`src/rtl/fca_pkg.sv`:
```
`timescale 1ns / 1ps
// ----------------------------------------------------------------------------
// fca_pkg
// Shared constants, codes and types of the allocation table engine.
// ----------------------------------------------------------------------------
package fca_pkg;

   localparam int BLOCKS     = 64;
   localparam int ADDR_W     = $clog2(BLOCKS);
   localparam int ENTRY_W    = 7;
   localparam int COUNT_W    = 7;

   localparam logic [ENTRY_W-1:0] END_MARK  = ENTRY_W'(BLOCKS);
   localparam logic [ENTRY_W-1:0] FREE_MARK = ENTRY_W'(BLOCKS + 1);

   typedef enum logic [2:0] {
      FUNC_ALLOC      = 3'd0,
      FUNC_ALLOC_CHAIN = 3'd1,
      FUNC_FREE_CHAIN = 3'd2,
      FUNC_SET_NEXT   = 3'd3,
      FUNC_GET_NEXT   = 3'd4,
      FUNC_IS_USED    = 3'd5,
      FUNC_LIST_CHAIN = 3'd6,
      FUNC_CLEAR      = 3'd7
   } func_type;

   localparam logic [1:0] ST_OK      = 2'd0;
   localparam logic [1:0] ST_NO_FREE = 2'd1;
   localparam logic [1:0] ST_RANGE   = 2'd2;
   localparam logic [1:0] ST_CYCLE   = 2'd3;

   typedef struct packed {
      logic               en;
      logic [ADDR_W-1:0]  addr;
      logic [ENTRY_W-1:0] data;
   } tbl_wr_type;

   typedef struct packed {
      logic              en;
      logic [ADDR_W-1:0] addr;
   } tbl_rd_type;

endpackage

```
`src/rtl/fat_chain_allocator_core.sv`:
```
`timescale 1ns / 1ps
// ----------------------------------------------------------------------------
// fat_chain_allocator_core
// Allocation table engine: alloc, chain alloc, free, set/get/test, list, clear.
// steps: reject/clear go straight to the reply; set/get/test read the entry
// and reply; scans and walks read each entry visited through the registered
// table read port, alloc marks each block it takes; one operation at a time
// reset: every entry reads FREE, used count 0, block_count 64, no response
// ----------------------------------------------------------------------------
module fat_chain_allocator_core (
   input  logic        clock,
   input  logic        reset,
   input  logic        req_tvalid,
   output logic        req_tready,
   input  logic [23:0] req_tdata,  // func, block, next_value, count
   output logic        rsp_tvalid,
   input  logic        rsp_tready,
   output logic [31:0] rsp_tdata,  // status, valid_block, block_out, entry_value,
                                   // is_used, used_count, free_count
   output logic        rsp_tlast,
   input  logic        csr_valid,
   output logic        csr_ready,
   input  logic [6:0]  csr_data    // block_count
);

   typedef enum logic [6:0] {
      S_IDLE      = 7'b0000001,
      S_RD        = 7'b0000010,
      S_SCAN_CHK  = 7'b0000100,
      S_MARK      = 7'b0001000,
      S_WALK_CHK  = 7'b0010000,
      S_ENTRY_CHK = 7'b0100000,
      S_REPLY     = 7'b1000000
   } state_type;

   state_type                          state_ff, state_in;
   fca_pkg::func_type                  func_ff, func_in;
   logic [fca_pkg::ENTRY_W-1:0]        nv_ff, nv_in;
   logic [fca_pkg::COUNT_W-1:0]        cnt_ff, cnt_in, n_ff, n_in;
   logic [fca_pkg::COUNT_W-1:0]        bc_ff, bc_in, used_ff, used_in;
   logic [fca_pkg::ADDR_W-1:0]         idx_ff, idx_in, prev_ff, prev_in;
   logic [1:0]                         st_ff, st_in;

   logic                               rsp_valid_ff;
   logic [31:0]                        rsp_data_ff;
   logic                               rsp_last_ff;

   fca_pkg::tbl_wr_type                wr;
   fca_pkg::tbl_rd_type                rd;
   logic                               tbl_clear;
   logic [fca_pkg::ENTRY_W-1:0]        v;

   logic                               emit, e_vb, e_isu, e_last;
   logic [1:0]                         e_st;
   logic [fca_pkg::ADDR_W-1:0]         e_blk;
   logic [fca_pkg::ENTRY_W-1:0]        e_ev;
   logic [fca_pkg::COUNT_W-1:0]        e_used, e_free, free_now;
   logic                               slot_free;
   logic                               w_fin, w_bad, w_cyc, w_last;
   logic [1:0]                         w_st;
   logic [fca_pkg::ENTRY_W-1:0]        r_blk;
   logic [fca_pkg::COUNT_W-1:0]        r_cnt;
   fca_pkg::func_type                  r_func;

   fca_table u_table (
      .clock   (clock),
      .reset   (reset),
      .clear   (tbl_clear),
      .wr      (wr),
      .rd      (rd),
      .rd_data (v)
   );

   assign r_func    = fca_pkg::func_type'(req_tdata[2:0]);
   assign r_blk     = req_tdata[9:3];
   assign r_cnt     = req_tdata[23:17];
   assign slot_free = !rsp_valid_ff || rsp_tready;
   assign free_now  = bc_ff - used_ff;

   assign csr_ready  = (state_ff == S_IDLE);
   assign req_tready = (state_ff == S_IDLE) && !csr_valid;

   // walk step outcome
   assign w_fin  = (v == fca_pkg::END_MARK) || (v == fca_pkg::FREE_MARK);
   assign w_bad  = !w_fin && (v >= bc_ff);
   assign w_cyc  = !w_fin && !w_bad && ((n_ff + 7'd1) == bc_ff);
   assign w_last = w_fin || w_bad || w_cyc;
   assign w_st   = w_bad ? fca_pkg::ST_RANGE : (w_cyc ? fca_pkg::ST_CYCLE : fca_pkg::ST_OK);

   always_comb begin
      state_in  = state_ff;
      func_in   = func_ff;
      nv_in     = nv_ff;
      cnt_in    = cnt_ff;
      n_in      = n_ff;
      bc_in     = bc_ff;
      used_in   = used_ff;
      idx_in    = idx_ff;
      prev_in   = prev_ff;
      st_in     = st_ff;
      tbl_clear = 1'b0;
      wr        = '0;
      rd.en     = 1'b0;
      rd.addr   = idx_ff;
      emit      = 1'b0;
      e_st      = fca_pkg::ST_OK;
      e_vb      = 1'b0;
      e_blk     = '0;
      e_ev      = '0;
      e_isu     = 1'b0;
      e_used    = used_ff;
      e_last    = 1'b1;

      case (state_ff)
         S_IDLE: begin
            if (csr_valid) begin
               if (csr_data == 7'd0) begin
                  bc_in = 7'd1;
               end else if (csr_data > 7'(fca_pkg::BLOCKS)) begin
                  bc_in = 7'(fca_pkg::BLOCKS);
               end else begin
                  bc_in = csr_data;
               end
               tbl_clear = 1'b1;
               used_in   = '0;
            end else if (req_tvalid) begin
               func_in = r_func;
               nv_in   = req_tdata[16:10];
               cnt_in  = r_cnt;
               n_in    = '0;
               idx_in  = '0;
               st_in   = fca_pkg::ST_OK;
               case (r_func)
                  fca_pkg::FUNC_ALLOC: begin
                     cnt_in = 7'd1;
                     if (free_now == 7'd0) begin
                        st_in    = fca_pkg::ST_NO_FREE;
                        state_in = S_REPLY;
                     end else begin
                        state_in = S_RD;
                     end
                  end
                  fca_pkg::FUNC_ALLOC_CHAIN: begin
                     if (r_cnt == 7'd0) begin
                        state_in = S_REPLY;
                     end else if (r_cnt > free_now) begin
                        st_in    = fca_pkg::ST_NO_FREE;
                        state_in = S_REPLY;
                     end else begin
                        state_in = S_RD;
                     end
                  end
                  fca_pkg::FUNC_FREE_CHAIN, fca_pkg::FUNC_LIST_CHAIN: begin
                     if (r_blk == fca_pkg::END_MARK || r_blk == fca_pkg::FREE_MARK) begin
                        state_in = S_REPLY;
                     end else if (r_blk >= bc_ff) begin
                        st_in    = fca_pkg::ST_RANGE;
                        state_in = S_REPLY;
                     end else begin
                        idx_in   = r_blk[fca_pkg::ADDR_W-1:0];
                        state_in = S_RD;
                     end
                  end
                  fca_pkg::FUNC_SET_NEXT, fca_pkg::FUNC_GET_NEXT, fca_pkg::FUNC_IS_USED: begin
                     if (r_blk >= bc_ff) begin
                        st_in    = fca_pkg::ST_RANGE;
                        state_in = S_REPLY;
                     end else begin
                        idx_in   = r_blk[fca_pkg::ADDR_W-1:0];
                        state_in = S_RD;
                     end
                  end
                  default: begin
                     tbl_clear = 1'b1;
                     used_in   = '0;
                     state_in  = S_REPLY;
                  end
               endcase
            end
         end

         S_RD: begin
            rd.en = 1'b1;
            case (func_ff)
               fca_pkg::FUNC_ALLOC, fca_pkg::FUNC_ALLOC_CHAIN: state_in = S_SCAN_CHK;
               fca_pkg::FUNC_FREE_CHAIN, fca_pkg::FUNC_LIST_CHAIN: state_in = S_WALK_CHK;
               default: state_in = S_ENTRY_CHK;
            endcase
         end

         S_SCAN_CHK: begin
            if (v == fca_pkg::FREE_MARK) begin
               if (n_ff != 7'd0) begin
                  wr.en   = 1'b1;
                  wr.addr = prev_ff;
                  wr.data = {1'b0, idx_ff};
               end
               state_in = S_MARK;
            end else begin
               idx_in   = idx_ff + 6'd1;
               state_in = S_RD;
            end
         end

         S_MARK: begin
            if (slot_free) begin
               wr.en   = 1'b1;
               wr.addr = idx_ff;
               wr.data = fca_pkg::END_MARK;
               used_in = used_ff + 7'd1;
               emit    = 1'b1;
               e_vb    = 1'b1;
               e_blk   = idx_ff;
               e_used  = used_ff + 7'd1;
               e_last  = (n_ff + 7'd1) == cnt_ff;
               n_in    = n_ff + 7'd1;
               prev_in = idx_ff;
               if ((n_ff + 7'd1) == cnt_ff) begin
                  state_in = S_IDLE;
               end else begin
                  idx_in   = idx_ff + 6'd1;
                  state_in = S_RD;
               end
            end
         end

         S_WALK_CHK: begin
            if (func_ff == fca_pkg::FUNC_FREE_CHAIN) begin
               wr.en   = 1'b1;
               wr.addr = idx_ff;
               wr.data = fca_pkg::FREE_MARK;
               if (v != fca_pkg::FREE_MARK) begin
                  used_in = used_ff - 7'd1;
               end
               if (w_last) begin
                  st_in    = w_st;
                  state_in = S_REPLY;
               end else begin
                  idx_in   = v[fca_pkg::ADDR_W-1:0];
                  n_in     = n_ff + 7'd1;
                  state_in = S_RD;
               end
            end else if (slot_free) begin
               emit   = 1'b1;
               e_st   = w_st;
               e_vb   = 1'b1;
               e_blk  = idx_ff;
               e_last = w_last;
               if (w_last) begin
                  state_in = S_IDLE;
               end else begin
                  idx_in   = v[fca_pkg::ADDR_W-1:0];
                  n_in     = n_ff + 7'd1;
                  state_in = S_RD;
               end
            end
         end

         S_ENTRY_CHK: begin
            if (slot_free) begin
               emit     = 1'b1;
               e_vb     = 1'b1;
               e_blk    = idx_ff;
               state_in = S_IDLE;
               case (func_ff)
                  fca_pkg::FUNC_SET_NEXT: begin
                     wr.en   = 1'b1;
                     wr.addr = idx_ff;
                     wr.data = nv_ff;
                     if (v == fca_pkg::FREE_MARK && nv_ff != fca_pkg::FREE_MARK) begin
                        used_in = used_ff + 7'd1;
                     end else if (v != fca_pkg::FREE_MARK && nv_ff == fca_pkg::FREE_MARK) begin
                        used_in = used_ff - 7'd1;
                     end
                     e_used = used_in;
                  end
                  fca_pkg::FUNC_GET_NEXT: begin
                     e_ev  = v;
                     e_isu = (v != fca_pkg::FREE_MARK);
                  end
                  default: begin
                     e_isu = (v != fca_pkg::FREE_MARK);
                  end
               endcase
            end
         end

         S_REPLY: begin
            if (slot_free) begin
               emit     = 1'b1;
               e_st     = st_ff;
               state_in = S_IDLE;
            end
         end

         default: begin
            state_in = S_IDLE;
         end
      endcase
   end

   assign e_free = bc_ff - e_used;

   always_ff @(posedge clock) begin
      if (reset) begin
         state_ff     <= S_IDLE;
         bc_ff        <= 7'(fca_pkg::BLOCKS);
         used_ff      <= '0;
         rsp_valid_ff <= 1'b0;
      end else begin
         state_ff <= state_in;
         bc_ff    <= bc_in;
         used_ff  <= used_in;
         if (emit) begin
            rsp_valid_ff <= 1'b1;
         end else if (rsp_tready) begin
            rsp_valid_ff <= 1'b0;
         end
      end
   end

   always_ff @(posedge clock) begin
      func_ff <= func_in;
      nv_ff   <= nv_in;
      cnt_ff  <= cnt_in;
      n_ff    <= n_in;
      idx_ff  <= idx_in;
      prev_ff <= prev_in;
      st_ff   <= st_in;
      if (emit) begin
         rsp_data_ff <= {1'b0, e_free, e_used, e_isu, e_ev, e_blk, e_vb, e_st};
         rsp_last_ff <= e_last;
      end
   end

   assign rsp_tvalid = rsp_valid_ff;
   assign rsp_tdata  = rsp_data_ff;
   assign rsp_tlast  = rsp_last_ff;

endmodule

```
`src/rtl/fca_table.sv`:
```
`timescale 1ns / 1ps
// ----------------------------------------------------------------------------
// fca_table
// Entry table: one write and one registered read port, per-entry valid bits
// so that an entry never written since reset or clear reads as FREE.
// ----------------------------------------------------------------------------
module fca_table (
   input  logic                         clock,
   input  logic                         reset,
   input  logic                         clear,
   input  fca_pkg::tbl_wr_type          wr,
   input  fca_pkg::tbl_rd_type          rd,
   output logic [fca_pkg::ENTRY_W-1:0]  rd_data
);

   logic [fca_pkg::ENTRY_W-1:0] mem [fca_pkg::BLOCKS];
   logic [fca_pkg::BLOCKS-1:0]  valid_ff;
   logic [fca_pkg::ENTRY_W-1:0] rd_data_ff;

   always_ff @(posedge clock) begin
      if (wr.en) begin
         mem[wr.addr] <= wr.data;
      end
   end

   always_ff @(posedge clock) begin
      if (reset || clear) begin
         valid_ff <= '0;
      end else if (wr.en) begin
         valid_ff[wr.addr] <= 1'b1;
      end
   end

   always_ff @(posedge clock) begin
      if (rd.en) begin
         rd_data_ff <= valid_ff[rd.addr] ? mem[rd.addr] : fca_pkg::FREE_MARK;
      end
   end

   assign rd_data = rd_data_ff;

endmodule

```
`config.mk`:
```
export PLATFORM = sky130hd
export DESIGN_NAME = fat_chain_allocator_core
export DESIGN_NICKNAME = d
export VERILOG_FILES = /design/src/rtl/fca_pkg.sv /design/src/rtl/fat_chain_allocator_core.sv /design/src/rtl/fca_table.sv
export SDC_FILE = /design/constraint.sdc
export NUM_CORES = 1
export LEC_CHECK = 0
export CORE_MARGIN = 2
export CORE_UTILIZATION = 57
export CTS_CLUSTER_DIAMETER = 50
export CTS_CLUSTER_SIZE = 25
export DETAILED_ROUTE_END_ITERATION = 7
export DONT_BUFFER_PORTS = 1
export GPL_ROUTABILITY_DRIVEN = 0
export GPL_TIMING_DRIVEN = 0
export PLACE_DENSITY_LB_ADDON = 0.08
export RECOVER_POWER = 50
export SYNTH_ARGS = -nofsm -noshare
export SYNTH_HDL_FRONTEND = slang
export SYNTH_SLANG_ARGS = --single-unit
```
`constraint.sdc`:
```
create_clock -name clock -period 4.8 [get_ports clock]
set_input_delay 0.72 -clock clock [delete_from_list [all_inputs] [get_ports clock]]
set_output_delay 0.72 -clock clock [all_outputs]
set_load 0.03 [all_outputs]
```
=== Yosys cells after proc, flatten, opt, wreduce, memory -nomap -nowiden ===
Memories as Yosys holds them, arrays and structs flattened. A register that Yosys moved wholly into a read port is not among the register bits.
Cells that the tools add are included.

* Register bits: 156
* Memory bits (writable): 448
* Output and inout port bits: 36
* Memories: 1

{| class="wikitable"
|+ Memory list
! memory !! words !! bits a word !! rd ports !! clocked after Yosys merged registers in !! write ports !! line !! source
|-
| u_table.mem || 64 || 7 || 1 || 1 || 1 || fca_table.sv:16 || <nowiki>logic [fca_pkg::ENTRY_W-1:0] mem [fca_pkg::BLOCKS];</nowiki>
|}

* Add/subtract/negate cells: 6
* $lt $le $gt $ge: 7
* Equality and inequality tests: 39
* Muxes and demuxes: 99
* Bitwise operators: 4
* Reductions and logical operators: 47

{| class="wikitable"
|+ Operators with widths
! kind !! number
|-
| two-way mux 7 bit || 30
|-
| two-way mux 14 bit || 6
|-
| two-way mux 6 bit || 12
|-
| OR 64 bit || 1
|-
| one-hot mux 14 bit (4 select lines) || 1
|-
| one-hot mux 7 bit (4 select lines) || 2
|-
| equality test 7 bit, second input constant || 6
|-
| one-hot mux 7 bit (6 select lines) || 1
|-
| one-hot mux 6 bit (2 select lines) || 3
|-
| two-way mux 2 bit || 13
|-
| one-hot mux 6 bit (4 select lines) || 1
|-
| logical NOT 7 bit || 3
|-
| one-hot mux 7 bit (3 select lines) || 1
|-
| AND reduction 5 bit || 4
|-
| two-way mux 1 bit || 19
|-
| inequality test 2 bit, second input constant || 8
|-
| equality test 3 bit, second input constant || 5
|-
| adder 7 x 1 -> 7 bit, second input constant || 2
|-
| equality test 7 bit || 2
|-
| >= comparator 7 bit || 2
|-
| < comparator 6 x 7 -> 1 bit, second input constant || 2
|-
| inequality test 7 bit, second input constant || 2
|-
| one-hot mux 7 bit (2 select lines) || 1
|-
| subtractor 7 bit || 2
|-
| other kinds (36) || 73
|}

=== Longest topological paths before layout ===
Gate-level depths: netlist of the first run.

* Word-level depth: 12
* Mapped depth: 16
* Depth with buffers taken out: 15

=== Cells and area by module ===
A second synthesis of the first run with hierarchy kept.

* Cell total of the unflattened synthesis: 1667
* Area, all modules: 26350.3 µm²

{| class="wikitable"
|+ By module, submodules not included
! module !! times used !! cells each !! area each (µm²) !! sequential area each (µm²)
|-
| fca_table || 1 || 1003 || 19956.6 || 14944.3
|-
| fat_chain_allocator_core || 1 || 664 || 6393.6 || 2542.4
|}

=== Least setup slack after synthesis of the first run ===
OpenSTA, ideal clock, no wires.

* Path type: reg-to-reg
* Start: reg n_ff[0] (netlist bit)
* End: mem u_table.mem[0][0] (netlist bit), data pin
* Setup time: 0.703 ns
* Data arrival time: 4.011 ns
* Data required time: 4.097 ns
* Setup slack: 0.086 ns
* Stages on the path, launching flop included: 9
* Clock period less this slack: 4.714 ns
* Cells stage by stage: edfxtp_1 > clkbuf_2 > inv_1 > ha_1 > nor2b_1 > nand2_1 > clkbuf_1 > nand3_1 > o21ai_0

{| class="wikitable"
|+ RTL lines
! element !! line !! source
|-
| from (decl) || fat_chain_allocator_core.sv:39 || <nowiki>logic [fca_pkg::COUNT_W-1:0] cnt_ff, cnt_in, n_ff, n_in;</nowiki>
|-
| from (signal assigned) || fat_chain_allocator_core.sv:326 || <nowiki>n_ff <= n_in;</nowiki>
|-
| to (decl) || fca_table.sv:16 ||
|}

=== Worst setup path after layout of the first run ===
* Start: reg n_ff[0] (netlist bit)
* End: reg rsp_data_ff[1] (netlist: rsp_tdata[1]), data pin

* Cells in the longest elaborated chain, start to end: 8

{| class="wikitable"
|+ RTL lines
! element !! line !! source
|-
| adder 7 x 1 -> 7 bit || fat_chain_allocator_core.sv:86 || <nowiki>assign w_cyc = !w_fin && !w_bad && ((n_ff + 7'd1) == bc_ff);</nowiki>
|-
| equality test 7 bit || fat_chain_allocator_core.sv:86 ||
|-
| logical AND 1 bit || fat_chain_allocator_core.sv:86 ||
|-
| two-way mux 2 bit (2 in series) || fat_chain_allocator_core.sv:88 || <nowiki>assign w_st = w_bad ? fca_pkg::ST_RANGE : (w_cyc ? fca_pkg::ST_CYCLE : fca_pkg::ST_OK);</nowiki>
|-
| two-way mux 2 bit || fat_chain_allocator_core.sv:243 || <nowiki>end else if (slot_free) begin</nowiki>
|-
| two-way mux 2 bit || fat_chain_allocator_core.sv:228 || <nowiki>if (func_ff == fca_pkg::FUNC_FREE_CHAIN) begin</nowiki>
|-
| one-hot mux 2 bit (2 select lines) || fat_chain_allocator_core.sv:114 || <nowiki>case (state_ff)</nowiki>
|-
| net e_st[1] || fat_chain_allocator_core.sv:54 || <nowiki>logic [1:0] e_st;</nowiki>
|-
| to (signal assigned) || fat_chain_allocator_core.sv:331 || <nowiki>rsp_data_ff <= {1'b0, e_free, e_used, e_isu, e_ev, e_blk, e_vb, e_st};</nowiki>
|-
| to (decl) || fat_chain_allocator_core.sv:45 || <nowiki>logic [31:0] rsp_data_ff;</nowiki>
|}

The timed path passes the listed nets, and every way through them passes these cells.
A chain may end at the register's enable or synchronous reset.

==> results of run 1 <==
registers in the layout, summed over array words and instances, names as in the netlist, 2 cells and up:
| register | cells |
|---|---|
| func_ff | 3 |
| cnt_ff | 7 |
| u_table.rd_data | 7 |
| u_table.mem | 448 |
| rsp_tdata | 31 |
| n_ff | 7 |
| bc_ff | 7 |
| st_ff | 2 |
| nv_ff | 7 |
| used_ff | 7 |
| state_ff | 7 |
| prev_ff | 6 |
| idx_ff | 6 |
| u_table.valid_ff | 64 |
power groups by stage:
| stage | combinational, mW | clock [mW] | sequential, mW |
|---|---|---|---|
| after global placement | 3.07 | 0 | 6.13 |
| after global routing | 3.26 | 4.64 | 6.03 |
| after floorplan | 2.14 | 0 | 6.08 |
| final | 3.08 | 4.39 | 6.02 |
| after CTS | 3.12 | 4.45 | 6.01 |
| after detailed placement | 3.11 | 0 | 6.13 |
metrics by stage:
stage / power [mW] / util, % / cell area (um2) / std cells / setup TNS [ns]
after CTS: 13.57 / 64.31 / 29310 / 2328 / 0
after floorplan: 8.216 / - / 26470 / 1619 / 0
after global placement: 9.195 / 59.73 / 27220 / 2219 / -1304.39
after global routing: 13.93 / 63.88 / 29110 / 2329 / 0
final: 13.48 / 63.89 / 29120 / 2330 / 0
after detailed placement: 9.240 / 60.35 / 27500 / 2228 / 0
critical path: cells and delay by family, from the launching register on:
family | cells | cell delay [ns]
xor gates and xnor gates | 1 | 0.17
adders and majority gates | 1 | 0.38
buffers and inverters | 2 | 0.36
AOI/OAI and AO/OA | 5 | 3.09
DFF | 1 | 0.35
layout by cell type (no fill, tap or decap), types with 15 or more instances in the layout:
master / n
sky130_fd_sc_hd__buf_2: 26
sky130_fd_sc_hd__ha_1: 38
sky130_fd_sc_hd__a21o_1: 15
sky130_fd_sc_hd__nor3_1: 34
sky130_fd_sc_hd__mux4_2: 160
sky130_fd_sc_hd__o21a_1: 68
sky130_fd_sc_hd__o21ai_0: 38
sky130_fd_sc_hd__nand2_1: 57
sky130_fd_sc_hd__clkbuf_1: 55
sky130_fd_sc_hd__xnor2_1: 29
sky130_fd_sc_hd__a21oi_1: 37
sky130_fd_sc_hd__nor2b_1: 16
sky130_fd_sc_hd__inv_1: 37
sky130_fd_sc_hd__edfxtp_1: 525
sky130_fd_sc_hd__clkbuf_16: 54
sky130_fd_sc_hd__nand2b_1: 16
sky130_fd_sc_hd__nand3_1: 39
sky130_fd_sc_hd__nor2_1: 108
sky130_fd_sc_hd__dfxtp_1: 86
path summary, 6_finish.rpt:
path,from,end,depth (start not counted)
worst max-delay path,n_ff[0]$_SDFFCE_PP0P_,rsp_tdata[1]$_DFFE_PP_,9
worst max register to register,n_ff[0]$_SDFFCE_PP0P_,rsp_tdata[1]$_DFFE_PP_,9
worst min register to register,idx_ff[3]$_DFFE_PP_,prev_ff[3]$_DFFE_PP_,0
worst min-delay path,req_tdata[14],nv_ff[4]$_DFFE_PP_,0
cell usage after synthesis, drive strengths merged (3+ instances only):
| cell | count | share of area [%] |
|---|---|---|
| a211o | 6 | 0.20 |
| a211oi | 11 | 0.31 |
| a21o | 15 | 0.43 |
| a21oi | 38 | 0.72 |
| a221o | 5 | 0.19 |
| a221oi | 3 | 0.099 |
| a22oi | 6 | 0.17 |
| a31oi | 5 | 0.12 |
| a32oi | 7 | 0.26 |
| and2 | 19 | 0.45 |
| and3 | 9 | 0.21 |
| buf | 42 | 0.82 |
| clkbuf | 43 | 0.61 |
| dfxtp | 86 | 6.5 |
| edfxtp | 525 | 60 |
| ha | 38 | 1.8 |
| inv | 38 | 0.54 |
| mux2i | 13 | 0.49 |
| mux4 | 160 | 14 |
| nand2 | 57 | 0.82 |
| nand2b | 16 | 0.38 |
| nand3 | 39 | 0.76 |
| nand4 | 14 | 0.33 |
| nor2 | 109 | 1.6 |
| nor2b | 16 | 0.38 |
| nor3 | 38 | 0.91 |
| nor3b | 8 | 0.23 |
| nor4 | 14 | 0.38 |
| o2111ai | 3 | 0.099 |
| o211ai | 6 | 0.17 |
| o21a | 68 | 1.9 |
| o21ai | 44 | 0.83 |
| o21bai | 3 | 0.085 |
| o22a | 4 | 0.13 |
| o22ai | 13 | 0.35 |
| o31ai | 4 | 0.13 |
| o32ai | 5 | 0.19 |
| o41ai | 3 | 0.099 |
| or2 | 4 | 0.095 |
| or3 | 4 | 0.11 |
| xnor2 | 29 | 0.96 |
| xor2 | 13 | 0.43 |
routing by layer:
| metal | vias up | track usage [%] | wire (um) |
|---|---|---|---|
| li1 | 6611 | - | - |
| met1 | 7943 | 41.51 | 27910 |
| met2 | 803 | 45.89 | 31900 |
| met3 | 142 | 4.941 | 5867 |
| met4 | 0 | 8.514 | 2070 |
| met5 | - | 0 | 0 |
final cells by class:
type / count / area (um2)
Buffer: 85 / 366.6
Clock buffer: 59 / 1370
Clock inverter: 41 / 436.7
Timing Repair Buffer: 10 / 143.9
Fill cell: 3215 / 16460
Inverter: 38 / 142.6
Antenna cell: 1 / 2.502
Tap cell: 600 / 750.7
Multi-Input combinational cell: 885 / 8417
Sequential cell: 611 / 17490
logic make-up (layout without fill, tap and decap cells):
group / Yosys count / after routing / synth area share, %
compound gates: 266 / 266 / 7.198
xor+xnor: 45 / 45 / 1.649
fa+ha+maj: 40 / 40 / 1.947
buf+inv: 123 / 233 / 1.976
flops: 611 / 611 / 66.05
mux: 173 / 173 / 14.10
other cells: 1 / 2 / 0.01416
simple gates: 360 / 360 / 7.061
==> results.toml, run 1 <==
[setup_path]
critical_path_arrival_ns = 4.98
worstSetupStartpointType = "register"
worstSetupPathType = "register to register"
crit_path_max_incr_delay_ns = 1.59
worst_path_cell_chain = "clkbuf_1 > inv_1 > ha_1 > xor2_1 > a311oi_1 > o2111ai_1 > a2111oi_0 > o21ai_0 > o32ai_1"
crit_path_end_kind = "register"
slowest_stage = "sky130_fd_sc_hd__a2111oi_0"
regToRegSetupSlack_ns = 0.18
critPathRequiredTime_ns = 5.16
worst-path-max-fanout = 7

[timing]
setup_violations = 0
report.final.hold_viol_count = 0
worst_hold_slack_ns = 0.2015
slew_margin_rel_pct = -86.54
worst_slew_pin_slew_ns = 2.769
fin_worst_skew_ns = 0.01990
finalWorstSetupSlack_ns = 0.1827
highest_attainable_clock_frequency_ghz = 0.2166
period_minus_slack_ns = 4.617
finalCritPeriodShare_pct = 96.19
grt_setup_unrepaired = "no"
final_max_slew_viol_count = 138

[logic_synthesis]
synth_seq_area_share_pct = 66.05
synth_area_um2 = 26470
asyncSetResetFlopFracSynth_pct = 0
syn-instance-count = 1619
ys_dominant_reg_cell = "sky130_fd_sc_hd__edfxtp_1"
synth.ff_latch_count = 611
ys_warn_count = 0
syn_avg_cell_area_um2 = 16.35
synth_edf_count = 525
synth_nets = 1695
synth_cell_types = 88

[global_routing]
grt_first_pass_wirelength_mm = 99.88
grt_max_degree = 46
grt_util_all_layers_pct = 28.86
grt_antenna_before_repair = 0
first_global_vias = 15250
grt-ovfl-total = 0

[drt]
detailedRoute.firstIterationViolations = 2072
post-route-drc-count = 0
route.antenna.remaining_nets = 0
vias_per_cell = 6.652
detail_route.wirelength_mm = 67.75
drt_first_pass_iters = 6
avgRoutedWirePerCell_um = 29.08
num_vias = 15500

[power_and_ir_drop]
pwr_density_cell_nw_per_um2 = 463.0
sw_frac_of_total_pct = 31.16
comb_power_share_pct = 22.8
cellInternalPower_mw = 9.280
clockPowerShare_pct = 32.5
seqPwrFrac_pct = 44.6
vdd_ir_drop_max_v = 0.0003423
power_leakage_nw = 10.42
power.net_switching_mw = 4.200

[clock_network]
cts.repair_timing.setup_buffer_count = 0
cts_made_buffers = 53
clkSlewWorstSetupHoldPaths_ns = 0.07
clock_tree.htree_level_count = 2
cts_num_sinks = 611
post_cts_hold_buffer_count = 0
worst_skew_pair.late_latency_ns = 0.62
cts_resized = 0
cts.root.buffer_cell = "sky130_fd_sc_hd__clkbuf_16"
cts_tree = "built"
clock_path_buffers = 3

[floorplanning]
std_cell_rows = 78
die_x_extent_um = 219.5
floorplan.core_area_um2 = 45580
die_height_um = 219.5
initial_core_util_pct = 58.09
floorplan.io_pins = 72
die-area_um2 = 48190

[status]
status = "finished, violations left"
failed_checks = "capacitance limit, slew limit"

[flow_run]
total_of_max_cap_violations = 7

[finish]
layout_area_growth_over_synthesis_pct = 9.982
final_layout_size_suffix_gt1_share_pct = 18.39
finalNetCount = 1760

[placement]
detailedPlacementHpwl_mm = 48.45
setup_slack_placement_ns = 0.2338
port-buffer-count = 0

[hold_path]
holdCritPathClass = "input pin to register"
Note: power is estimated with default switching activity, not from simulation.
==> run 2, diff against run 1 <==
REMOVE_ABC_BUFFERS = 1   (was unset)
==> results.toml, run 2 (synthesis results as in run 1) <==
[status]
status = "finished, violations left"
failed_checks = "capacitance limit, slew limit"

[setup_path]
worstSetupPathType = "register to register"
critical_path_arrival_ns = 4.88
crit_path_end_kind = "register"
critPathRequiredTime_ns = 5.15
worst-path-max-fanout = 9
worstSetupStartpointType = "register"

[power_and_ir_drop]
p_total_mw = 13.72
power.net_switching_mw = 4.051
power_leakage_nw = 10.50
sw_frac_of_total_pct = 29.53
pwr_density_cell_nw_per_um2 = 466.9
cellInternalPower_mw = 9.668
comb_power_share_pct = 22.8
vdd_ir_drop_max_v = 0.0003855
seqPwrFrac_pct = 44.9
clockPowerShare_pct = 32.4

[finish]
layout_commonest_cell = "sky130_fd_sc_hd__edfxtp_1"
register_name_with_the_most_flops = "u_table.mem"
layout_area_growth_over_synthesis_pct = 10.99
diodes = 0
layout.filler_cells = 3120
final_util_pct = 64.47
layout.cells.most_common_list = "sky130_fd_sc_hd__edfxtp_1, sky130_fd_sc_hd__mux4_2, sky130_fd_sc_hd__nor2_1"
final_layout_size_suffix_gt1_share_pct = 19.23
largest_reg_flops = 448
finalNetCount = 1698
flip_flop_and_latch_area_um2 = 17490
finalInstanceArea_um2 = 29380
multiInputGateArea_um2 = 8459

[timing]
worst_slew_pin_slew_ns = 2.252
finalWorstSetupSlack_ns = 0.2699
highest_attainable_clock_frequency_ghz = 0.2207
setup_violations = 0
final_max_slew_viol_count = 138
slew_margin_rel_pct = -51.15
finalCritPeriodShare_pct = 94.38
period_minus_slack_ns = 4.530
totalNegativeSetupSlack_ns = 0
grt_setup_unrepaired = "no"
report.final.hold_viol_count = 0
fin_worst_skew_ns = 0.02418

[clock_network]
clock_path_buffers = 3
worst_skew_pair.late_latency_ns = 0.61
cts_tree = "built"
cts_num_sinks = 611
cts.repair_timing.setup_buffer_count = 0
post_cts_hold_buffer_count = 0
clock_tree.htree_level_count = 2
cts_resized = 0
clkSlewWorstSetupHoldPaths_ns = 0.07
cts.root.buffer_cell = "sky130_fd_sc_hd__clkbuf_16"
cts_made_buffers = 51

[drt]
highest-signal-layer = "met4"
wl_met1_mm = 23.65
drt_first_pass_iters = 7
detailedRoute.firstIterationViolations = 1512
avgRoutedWirePerCell_um = 27.01
route.antenna.remaining_nets = 0
route.met2.wl_mm = 30.57
num_vias = 14800
post-route-drc-count = 0
detail_route.wirelength_mm = 61.16
vias_per_cell = 6.535
routed-wl-met3_mm = 4.458

[floorplanning]
die-area_um2 = 48190
std_cell_rows = 78
die_x_extent_um = 219.5
initial_core_util_pct = 58.09
floorplan.core_area_um2 = 45580
die_height_um = 219.5
floorplan.io_pins = 72

[placement]
place_area_um2 = 27800
setup_slack_placement_ns = 0.2520
port-buffer-count = 0
detailedPlacementHpwl_mm = 42.34

[global_routing]
grt_antenna_before_repair = 0
first_global_vias = 14840
grt_first_pass_wirelength_mm = 92.58
grt_max_degree = 38
grt-ovfl-total = 0
grt_util_all_layers_pct = 26.14

[flow_run]
total_of_max_cap_violations = 6

[hold_path]
holdCritPathClass = "input pin to register"
==> run 2: through the flow <==
stage | std cells | hold slack [ns]
6_report | 2264 | 0.1743
5_1_grt | 2264 | 0.1635
2_1_floorplan | 1534 | 0.4354
3_3_place_gp | 2134 | 0.4408
3_5_place_dp | 2167 | 0.4476
4_1_cts | 2262 | 0.1497
==> run 2: per-layer routing <==
metal / GRT usage [%] / up-vias
li1: - / 6490
met1: 34.10 / 7490
met2: 43.76 / 673
met3: 4.651 / 143
met4: 10.72 / 0
met5: 0 / -
==> run 2: worst paths after layout <==
| check | start | end | slack (ns) | depth (start not counted) |
|---|---|---|---|---|
| worst min-delay path | reset | bc_ff[4]$_SDFFE_PP0P_ | 0.17 | 1 |
| worst min register to register | u_table.valid_ff[39]$_SDFFE_PP0P_ | u_table.valid_ff[39]$_SDFFE_PP0P_ | 0.46 | 1 |
| worst max-delay path | state_ff[6]$_SDFFE_PP0P_ | rsp_tdata[30]$_DFFE_PP_ | 0.27 | 14 |
| worst max register to register | state_ff[6]$_SDFFE_PP0P_ | rsp_tdata[30]$_DFFE_PP_ | 0.27 | 14 |
==> run 2: power groups by stage <==
stage / Clock (mW) / Sequential [mW] / Combinational, mW
after CTS: 4.53 / 6.16 / 3.22
after global placement: 0 / 6.79 / 2.04
after global routing: 4.70 / 6.17 / 3.34
final: 4.44 / 6.15 / 3.12
after detailed placement: 0 / 6.27 / 3.21
after floorplan: 0 / 6.55 / 1.71
==> run 2: cell type report <==
| class | count | share of cell area, % |
|---|---|---|
| Multi-Input combinational cell | 885 | 28.79 |
| Clock inverter | 40 | 1.644 |
| Inverter | 38 | 0.4897 |
| Timing Repair Buffer | 35 | 2.436 |
| Clock buffer | 55 | 4.573 |
| Sequential cell | 611 | 59.51 |
| Tap cell | 600 | 2.555 |
==> run 2: critical path, cell delays in order, from the launching register on <==
cell and delay, ns:
sky130_fd_sc_hd__dfxtp_1 0.40, sky130_fd_sc_hd__or3_1 0.47, sky130_fd_sc_hd__nor3_1 0.74, sky130_fd_sc_hd__nand2_1 0.50, sky130_fd_sc_hd__o21ai_0 0.41, sky130_fd_sc_hd__xnor2_1 0.20
sky130_fd_sc_hd__ha_1 0.19, sky130_fd_sc_hd__inv_1 0.06, sky130_fd_sc_hd__fa_1 0.41, sky130_fd_sc_hd__a21o_1 0.17, sky130_fd_sc_hd__a21oi_1 0.22, sky130_fd_sc_hd__o21bai_1 0.09
sky130_fd_sc_hd__a21oi_1 0.18, sky130_fd_sc_hd__xnor2_1 0.10, sky130_fd_sc_hd__xnor2_1 0.14
